`src/hdl/fdme_pkg.sv`:
```
// Package for the finite difference motion estimator.
// Holds the fixed widths and the result word type; no dependencies.
package fdme_pkg;

  localparam int AddrW  = 48;
  localparam int FormW  = 32;
  localparam int PosW   = 32;
  localparam int GapW   = 24;
  localparam int SpeedW = 31;
  localparam int UsecPerSec = 1000000;

  // Timestamp width, and the fraction bits of the Q23.8 position format.
  localparam int TimeW       = 48;
  localparam int PosFracBits = 8;

  // Difference times one million, as a magnitude: 33 bits times 20 bits.
  localparam int NumW = 53;

  typedef struct packed {
    logic                   identity_ok;
    logic                   identity_new;
    logic                   position_ok;
    logic                   velocity_ok;
    logic signed [PosW-1:0] velocity_x;
    logic signed [PosW-1:0] velocity_y;
    logic signed [PosW-1:0] velocity_z;
    logic [SpeedW-1:0]      speed_out;
    logic                   accel_ok;
    logic signed [PosW-1:0] accel_out;
    logic [GapW-1:0]        gap_us;
  } fdme_result_t;

  // Handshake between the top level and one divider lane.
  typedef struct packed {
    logic start;
    logic busy;
  } fdme_div_ctl_t;

endpackage

```
`src/hdl/fdme_isqrt.sv`:
```
// Serial integer square root of a 64-bit value, two bits a cycle.
// Depends on fdme_pkg.
module fdme_isqrt import fdme_pkg::*; (
  input  logic        clk,
  input  logic        rst,
  input  logic        start,
  input  logic [63:0] radicand,
  output logic        busy,
  output logic [31:0] root
);
  logic [63:0] n;
  logic [63:0] res;
  logic [63:0] bitv;
  logic [63:0] trial;

  assign trial = res + bitv;

  // Classic digit-by-digit method; bit walks down from 2^62.
  always_ff @(posedge clk) begin
    if (rst) begin
      busy <= 1'b0;
    end else if (start) begin
      busy <= 1'b1;
      n    <= radicand;
      res  <= '0;
      bitv <= 64'h4000_0000_0000_0000;
    end else if (busy) begin
      if (n >= trial) begin
        n   <= n - trial;
        res <= (res >> 1) + bitv;
      end else begin
        res <= res >> 1;
      end
      bitv <= bitv >> 2;
      if (bitv[0]) busy <= 1'b0;
    end
  end

  assign root = res[31:0];
endmodule

```
`config.mk`:
```
export PLATFORM = sky130hd
export DESIGN_NAME = fdme_isqrt
export DESIGN_NICKNAME = d
export VERILOG_FILES = /design/src/hdl/fdme_pkg.sv /design/src/hdl/fdme_isqrt.sv
export SDC_FILE = /design/constraint.sdc
export NUM_CORES = 1
export LEC_CHECK = 0
export ABC_CLOCK_PERIOD_IN_PS = 13800
export BUFFER_PORTS_ARGS = -buffer_cell sky130_fd_sc_hd__buf_2
export CORE_ASPECT_RATIO = 2
export CORE_MARGIN = 4
export CORE_UTILIZATION = 63
export DETAILED_ROUTE_END_ITERATION = 16
export PLACE_DENSITY = 0.82
export SYNTH_ARGS = -nofsm -noshare
export SYNTH_HDL_FRONTEND = slang
export SYNTH_SLANG_ARGS = --single-unit
```
`constraint.sdc`:
```
create_clock -name clk -period 13.8 [get_ports clk]
set_clock_uncertainty 0.15 [all_clocks]
set_input_delay 2.07 -clock clk [delete_from_list [all_inputs] [get_ports clk]]
set_output_delay 2.07 -clock clk [all_outputs]
set_load 0.01 [all_outputs]
```
==> metrics.cfg, run 1 <==
[die]
core_region_area_um2 = 24000
initial_utilization = 0.644
num_io_pins = 100
die_x_um = 119
die-area_um2 = 27300
row_count = 80
die_h_um = 230

[synthesis]
synth_area_leaders = edfxtp_1 (31%), ha_1 (11%), nand2_1 (5.7%)
synthCells = 1831
synth_ff_type = edfxtp_1
syn_nets = 2029
synth_seq_cells = 161
yosys.area.top_type = edfxtp_1
yosysSeqAreaShare = 0.312
synth_area_um2 = 15500
ys_warn_count = 0
synth.avg_cell_area_um2 = 8.45
async_flop_share = 0
synth-edff-count = 160
synth_cell_types = 88
yosys.area.top_type_share = 0.310

[critical_path]
r2r_slack_ns = 6.94
critical_path_class = flip-flop to flip-flop
crit_path_cell_trace = ha_1 -> a31o_2 -> a31oi_1 -> o21ai_0 -> a21oi_2 -> o31ai_4 -> a21oi_2 -> o21bai_1 -> a31oi_1 -> o21ai_0 -> xnor2_1 -> ha_1 -> nand2_1 -> or4_1 -> or3_1 -> o2111ai_2 -> a221oi_4 -> buf_4 -> a21boi_4 -> buf_4
crit_buf_inv = 2
cp.required_ns = 13.74
crit_path_start_kind = flip-flop
critical_path_peak_fanout = 64
critPathMaxStageDelay_ns = 0.71
slowest_stage = buf_4
worst_ep_arrival_time_ns = 6.80
endpoint_kind = flip-flop
cp_top_family = compound AO/OA/AOI/OAI gates

[finish]
design_area_um2 = 16300
antennaDiodeCount = 0
fillerInstances = 2047
final_nets = 2036
layout_common_cells = nand2_1 (233), o21ai_0 (165), edfxtp_1 (160)
drive_gt1_frac = 0.0999
areaGrowthSynthToFinish_pct = 5.57
final_common_cell = nand2_1

[cts]
clockRootBuffer = clkbuf_16
htree_levels = 4
cts_tree = built
cts.path.max_buffers = 2
post_cts.repair.setup_buffers = 0
clk_latency_ns = 0.46
clkSinkCount = 161
cts_inserted_buffers = 17
cts_resized = 0
cts.clk_slew.worst_paths_ns = 0.07
holdBufCountCts = 0

[placed_design]
io_buffers = 99
place_congestion = 1.00
dpl_cell_area_um2 = 15800
post-dp-hpwl_um = 35400

[run_status]
status = complete, no violations

[routing]
wl_um = 46300
viasPerCell = 6.75
drt_iter0_drc = 1143
wl_per_cell_um = 21.7
route.vias.total = 14441
antenna_left = 0
drt_first_pass_iters = 6
drc_errors = 0

[min_path]
hp-class = flip-flop to flip-flop

[global_route]
grt_pass1_vias = 14434
grt_max_degree = 94
antenna_found_initial = 0
grt_overflow_total = 0
grt_pass1_wl_um = 72300
grtUsageTotal = 0.333

[run]
maxCapViolCount = 0

[power_and_ir_drop]
ir_drop_uv = 91.1
power_density_nw_per_um2 = 132
leakagePower_nw = 6.30
power.total_mw = 2.15

[sta]
drv_slew = 0
setup_viol_count_final = 0
post-route-min-period_ns = 6.86
hold_violations = 0
rsz0062_at_grt = false
worst_slew_margin_rel = 0.239
max_freq_mhz = 146
fin_setup_tns_ns = 0
tightest_slew_ns = 1.14
fin_crit_sh = 0.497

## metal layers
layer	wire length, µm	vias up	part of all wire	global-route usage
met5	0	-	0	0
met4	4440	0	0.096	0.274
met3	2120	262	0.046	0.0536
met2	24600	615	0.53	0.623
met1	15200	6777	0.33	0.310
li1	-	6787	-	-
## path summary, 6_finish.rpt
check                           endpoint  depth (start not counted)    start
worst max-delay path                n[8]                         20   res[2]
worst min-delay path                busy                          1  bitv[0]
worst max register to register      n[8]                         20   res[2]
worst min register to register      busy                          1  bitv[0]
## cell usage after synthesis (4+ instances only)
| cell type | instances |
|---|---|
| a211o_1 | 4 |
| a211oi_1 | 22 |
| a21boi_0 | 7 |
| a21o_1 | 40 |
| a21oi_1 | 130 |
| a221o_1 | 4 |
| a311oi_1 | 4 |
| a31o_2 | 18 |
| a31oi_1 | 65 |
| a41oi_1 | 4 |
| and2_1 | 13 |
| and3_1 | 15 |
| and4_1 | 4 |
| buf_2 | 17 |
| buf_4 | 35 |
| clkbuf_1 | 58 |
| edfxtp_1 | 160 |
| ha_1 | 130 |
| inv_1 | 36 |
| mux2_1 | 4 |
| nand2_1 | 233 |
| nand2b_1 | 19 |
| nand3_1 | 36 |
| nand4_1 | 43 |
| nor2_1 | 146 |
| nor2b_1 | 50 |
| nor3_1 | 31 |
| nor3b_1 | 7 |
| nor4_1 | 4 |
| o2111ai_1 | 4 |
| o211a_1 | 5 |
| o211ai_1 | 10 |
| o21a_1 | 11 |
| o21ai_0 | 165 |
| o21ai_1 | 8 |
| o21bai_1 | 22 |
| o31ai_1 | 10 |
| or2_2 | 5 |
| or3_1 | 17 |
| or4_1 | 4 |
| xnor2_1 | 70 |
| xor2_1 | 88 |
## sequential cells by signal (all words and copies together) (netlist names)
signal,count
busy,1
res,64
n,64
bitv,32
## metrics by stage
stage / setup WS (ns) / instances / util / hold slack (ns)
after floorplan: 1.44 / 1831 / - / 0.313
after detailed placement: 7.01 / 2106 / 0.658 / 0.339
after CTS: 7.00 / 2138 / 0.680 / 0.347
after global placement: 7.20 / 2106 / 0.658 / 0.331
final: 6.94 / 2138 / 0.680 / 0.350
after global routing: 6.59 / 2138 / 0.680 / 0.378
## report_power, final
part	switching, mW	internal (mW)
logic	0.630	0.385
clock network	0.219	0.232
registers	0.0644	0.621
## area by class of cell
type	count	area (µm²)	area share
Sequential cell	161	4820	0.295
Inverter	37	139	0.00850
Multi-Input combinational cell	1516	9940	0.608
Tap cell	287	359	0.0220
Timing Repair Buffer	105	547	0.0335
Clock inverter	14	106	0.00651
Clock buffer	18	429	0.0263
## cells by family (layout without fill, tap and decap cells)
logic type | after synthesis | count (layout) | synth area share
muxes | 8 | 8 | 0.00558
buffers and inverters | 154 | 174 | 0.0484
adders and majority gates | 131 | 131 | 0.106
DFF | 161 | 161 | 0.312
AOI/OAI and AO/OA | 580 | 580 | 0.243
xor gates and xnor gates | 158 | 158 | 0.0894
and+or+nand+nor | 639 | 639 | 0.196
No activity file was read; power rests on OpenSTA's default activity.
==> run 2, diff against run 1 <==
Settings changed: ABC_CLOCK_PERIOD_IN_PS 13800 to 6800.
Clock period 13.8 ns to 6.8 ns, I/O delays scaled along.
==> metrics.cfg, run 2 (synthesized netlist as in run 1, its figures left out) <==
[routing]
drt_iter0_drc = 1152  ; +0.79%
drc_errors = 0  ; unchanged
wl_met2_um = 23800  ; -2.9%
wl_met1_um = 15400  ; +1.2%
viasPerCell = 6.68  ; -1.0%
route.vias.total = 14383  ; -0.40%
wl_per_cell_um = 21.5  ; -0.88%
antenna_left = 0  ; unchanged
wl_met3_um = 2430  ; +15%
highest_layer = met4
wl_um = 46200  ; -0.23%
drt_first_pass_iters = 8  ; +2

[critical_path]
crit_path_start_kind = flip-flop
rr_worst_depth = 19  ; -5.0%
endpoint_kind = flip-flop
cp.required_ns = 6.74  ; -7.00 ns
cp-startpoint = res[2]
critical_path_class = flip-flop to flip-flop
reg2reg_from = res[2]
worst_ep_arrival_time_ns = 6.35  ; -0.45 ns
critical_path_peak_fanout = 64  ; unchanged

[finish]
antennaDiodeCount = 0  ; unchanged
reg_top3 = n x64, res x64, bitv x32
fin_util = 0.688  ; +0.00787
areaGrowthSynthToFinish_pct = 6.79
final_common_cell = nand2_1
design_area_um2 = 16500  ; +1.2%
layout_common_cells = nand2_1 (233), o21ai_0 (163), edfxtp_1 (160)
drive_gt1_frac = 0.108  ; +0.00783
final_nets = 2050  ; +0.69%

[cts]
post_cts.repair.setup_buffers = 0  ; unchanged
clk_latency_ns = 0.46  ; about the same
cts.path.max_buffers = 2  ; unchanged
clkSinkCount = 161  ; unchanged
htree_levels = 4  ; unchanged
cts.clk_slew.worst_paths_ns = 0.07  ; about the same
cts_tree = built
clockRootBuffer = clkbuf_16
cts_inserted_buffers = 17  ; unchanged

[sta]
setup_viol_count_final = 0  ; unchanged
drv_slew = 0  ; unchanged
rsz0062_at_grt = false
post-route-min-period_ns = 6.42  ; -0.440 ns
worst_slew_margin_rel = 0.360  ; +0.121
max_freq_mhz = 156  ; +6.9%
holdWs_ns = 0.378  ; +0.0282 ns
fin_setup_tns_ns = 0  ; unchanged
fin_crit_sh = 0.944  ; +0.447
hold_violations = 0  ; unchanged
finalWorstSetupSlack_ns = 0.381  ; -6.56 ns
tightest_slew_ns = 0.958  ; -0.183 ns

[power_and_ir_drop]
internal_power_mw = 2.61  ; +110%
pwr-share-comb = 0.473  ; about the same
swShare = 0.415  ; -0.00960
p_sw_mw = 1.85  ; +100%
ir_drop_uv = 203  ; +120%
power_density_nw_per_um2 = 270  ; +110%
leakagePower_nw = 6.39  ; +1.3%
clock_power_share = 0.218  ; +0.008
power_frac_seq = 0.309  ; -0.009

[run_status]
status = complete, no violations

[die]
core_region_area_um2 = 24000  ; unchanged
die_x_um = 119  ; unchanged
num_io_pins = 100  ; unchanged
die-area_um2 = 27300  ; unchanged
row_count = 80  ; unchanged
die_h_um = 230  ; unchanged
initial_utilization = 0.644  ; unchanged

[placed_design]
post-place-ws_ns = 0.455  ; -6.55 ns
io_buffers = 99  ; unchanged
post-dp-hpwl_um = 35700  ; +0.86%
place_congestion = 1.01  ; +1.1%
dpl_cell_area_um2 = 16000  ; +0.92%

[global_route]
grtUsageTotal = 0.335  ; +0.00218
grt_pass1_vias = 14293  ; -0.98%
grt_max_degree = 91  ; -3.2%
antenna_found_initial = 0  ; unchanged
grt_pass1_wl_um = 72500  ; +0.31%
grt_overflow_total = 0  ; unchanged

[run]
maxCapViolCount = 0  ; unchanged

[min_path]
hold_path_depth = 1  ; unchanged
min_from = bitv[0]
hp-class = flip-flop to flip-flop

-- run 2: cell count changes in the layout (fill, tap and decap cells not counted), sizes merged --
cell	delta
inv	-4
clkinvlp	+4
clkinv	-2
buf	+14
bufinv	+2
-- run 2: path summary, 6_finish.rpt --
path | endpoint | slack [ns]
max reg2reg | n[6] | 0.38
max | n[6] | 0.38
min | busy | 0.38
min reg2reg | busy | 0.38
-- run 2: repair_timing --
action                                 CTS  global route
endpoints found under the hold margin    0             0
setup endpoints to repair                0             1
hold buffers                             0             0
resized for setup                        0             1
-- run 2: area by class of cell --
class | count | area (µm²)
flip-flops and latches | 161 | 4820
well taps | 287 | 359
repair buffers | 119 | 677
clock inverters | 14 | 140
inverters | 37 | 139
fillers | 2041 | 7490
multi-input cells | 1516 | 9960
clock buffers | 18 | 429
-- run 2: power by group through the flow --
stage	clock, mW	combinational [mW]	sequential [mW]
after detailed placement	0	2.06	1.40
after global routing	1.02	2.31	1.39
after floorplan	0	1.59	1.34
final	0.974	2.11	1.38
after CTS	0.976	2.08	1.38
after global placement	0	2.03	1.39
-- run 2: through the flow --
| step | power, mW | cells |
|---|---|---|
| 2_1_floorplan | 2.94 | 1831 |
| 3_3_place_gp | 3.43 | 2120 |
| 3_5_place_dp | 3.46 | 2120 |
| 4_1_cts | 4.43 | 2152 |
| 5_1_grt | 4.72 | 2152 |
| 6_report | 4.46 | 2152 |
-- run 2: critical path, stage by stage, from the launching register on --
cell and delay (ns):
edfxtp_1 0.47, ha_1 0.38, a31o_2 0.23, a31oi_1 0.30, o21ai_1 0.20, a21oi_2 0.26, o31ai_4 0.10, a21oi_2 0.23
o21bai_1 0.17, a31oi_2 0.31, o21ai_0 0.15, xnor2_1 0.21, ha_1 0.43, nand2_1 0.16, or4_4 0.57, or3_4 0.35
o2111ai_2 0.27, a221oi_4 0.14, a21boi_4 0.15, buf_4 0.73
-- run 2: per-layer routing --
layer,vias to the layer above,global-route usage
li1,6803,-
met1,6669,0.324
met2,675,0.611
met3,236,0.0521
met4,0,0.285
met5,-,0
==> run 3, diff against run 2 <==
Settings changed: BUFFER_PORTS_ARGS -buffer_cell sky130_fd_sc_hd__buf_2 to default, CORE_UTILIZATION 63 to 65, DONT_BUFFER_PORTS from default to 1, PLACE_DENSITY 0.82 to 0.81.
==> metrics.cfg, run 3 (synthesized netlist as in run 1, its figures left out) <==
[placed_design]
io_buffers = 0  ; -100%
post-dp-hpwl_um = 36000  ; +0.93%
place_congestion = 0.992  ; -2.2%

[sta]
hold_violations = 0  ; unchanged
fin_setup_tns_ns = 0  ; unchanged
tightest_slew_ns = 1.07  ; +0.108 ns
setup_viol_count_final = 0  ; unchanged
holdWs_ns = 0.364  ; -0.0142 ns
worst_slew_margin_rel = 0.285  ; -0.0752
max_freq_mhz = 152  ; -2.3%
rsz0062_at_grt = false
post-route-min-period_ns = 6.57  ; +0.151 ns
fin_crit_sh = 0.966  ; +0.0221
drv_slew = 0  ; unchanged

[critical_path]
slowest_stage = edfxtp_1
endpoint_kind = flip-flop
crit_path_cell_trace = ha_1 -> a31o_2 -> a31oi_1 -> o21ai_1 -> a21oi_2 -> o31ai_4 -> a21oi_2 -> o21bai_1 -> a41o_1 -> a31oi_1 -> xor2_1 -> ha_1 -> a21o_1 -> a21o_1 -> a221o_1 -> a211oi_1 -> o31a_1 -> o2111ai_2 -> a221oi_4 -> buf_6 -> a31oi_1 -> mux2_1
cpMostUsedCell = a31oi_1
crit_path_start_kind = flip-flop
critPathMaxStageDelay_ns = 0.51  ; -0.22 ns
cp.required_ns = 6.86  ; +0.12 ns
critical_path_class = flip-flop to flip-flop
critical_path_peak_fanout = 38  ; -41%
worst_ep_arrival_time_ns = 6.63  ; +0.28 ns

[cts]
cts_inserted_buffers = 17  ; unchanged
clockRootBuffer = clkbuf_16
htree_levels = 4  ; unchanged
cts_tree = built
clk_latency_ns = 0.46  ; about the same
cts.path.max_buffers = 2  ; unchanged
post_cts.repair.setup_buffers = 0  ; unchanged
cts.clk_slew.worst_paths_ns = 0.07  ; about the same
clkSinkCount = 161  ; unchanged

[global_route]
grt_pass1_vias = 14122  ; -1.2%
antenna_found_initial = 0  ; unchanged
grt_max_degree = 222  ; +140%
grt_pass1_wl_um = 72400  ; -0.19%
grtUsageTotal = 0.356  ; +0.0202
grt_overflow_total = 0  ; unchanged

[routing]
drc_errors = 0  ; unchanged
viasPerCell = 6.89  ; +3.1%
drt_first_pass_iters = 6  ; -2
drt_iter0_drc = 1101  ; -4.4%
wl_um = 47100  ; +1.9%
route.vias.total = 14132  ; -1.7%
wl_per_cell_um = 22.9  ; +6.9%
antenna_left = 0  ; unchanged

[die]
initial_utilization = 0.664  ; +0.0192
die_h_um = 226  ; -1.5%
core_region_area_um2 = 23300  ; -2.9%
die-area_um2 = 26500  ; -2.9%
die_x_um = 117  ; -1.4%
num_io_pins = 100  ; unchanged
row_count = 79  ; -1.3%

[finish]
areaGrowthSynthToFinish_pct = 3.66
drive_gt1_frac = 0.0583  ; -0.0495
fillerInstances = 1946  ; -4.7%
reg_top3 = n x64, res x64, bitv x32
antennaDiodeCount = 0  ; unchanged
final_common_cell = nand2_1
multi_input_area_um2 = 9960  ; about the same
register_area_um2 = 4820  ; unchanged
layout_common_cells = nand2_1 (233), o21ai_0 (163), edfxtp_1 (160)
final_nets = 1953  ; -4.7%

[power_and_ir_drop]
power_density_nw_per_um2 = 276  ; +2.2%
ir_drop_uv = 174  ; -14%
leakagePower_nw = 6.02  ; -5.8%

[run]
maxCapViolCount = 0  ; unchanged

[min_path]
hp-class = flip-flop to flip-flop

[run_status]
status = complete, no violations

run 3: changes by cell type in the layout (fill, tap and decap cells not counted), sizes merged:
cell / change
buf: -98
inv: +5
a21boi: +1
clkinvlp: -6
clkbuf: -1
clkinv: +2
run 3: cell type report:
cell class	instances	area share
timing repair buffer	21	0.0116
sequential	161	0.301
clock inverter	15	0.00959
tap	283	0.0221
inverter	37	0.00866
clock buffer	17	0.0265
multi-input combinational	1517	0.621
run 3: through the flow:
stage | power [mW] | instances | utilization | setup WS, ns | area [µm²]
after detailed placement | 3.39 | 2018 | 0.662 | 0.302 | 15500
after floorplan | 2.94 | 1831 | - | -3.18 | 15500
after CTS | 4.39 | 2050 | 0.687 | 0.263 | 16000
final | 4.43 | 2051 | 0.688 | 0.231 | 16000
after global placement | 3.36 | 2018 | 0.662 | 0.473 | 15500
after global routing | 4.67 | 2051 | 0.688 | 0.0240 | 16000
run 3: layer usage:
metal	track usage	wire (µm)	vias up
li1	-	-	6620
met1	0.327	15000	6589
met2	0.642	24800	643
met3	0.0713	2640	280
met4	0.300	4680	0
met5	0	0	-
run 3: path summary, 6_finish.rpt:
kind	cells after the start	start	to	slack, ns
setup / recovery	22	res[2]	res[57]	0.23
setup reg to reg	22	res[2]	res[57]	0.23
hold / removal	1	bitv[0]	busy	0.36
hold reg to reg	1	bitv[0]	busy	0.36
run 3: worst max-delay path, delay by kind of cell (launching register included):
kind,cells,cell delay [ns]
AO/OA/AOI/OAI,17,4.00
flip-flops,1,0.51
XOR/XNOR,1,0.19
multiplexers,1,0.33
adder cells (fa/ha/maj),2,0.72
buffers and inverters,1,0.38
run 3: power by group:
group / total [mW] / leakage, nW / internal, mW / switching [mW]
Clock: 0.996 / 0.284 / 0.544 / 0.452
Combinational: 2.05 / 4.19 / 0.778 / 1.27
Sequential: 1.38 / 1.55 / 1.26 / 0.125
run 3: what timing repair did:
action,in CTS,in global routing
resized for setup,0,1
hold buffers,0,0
endpoints found under the setup margin,0,43
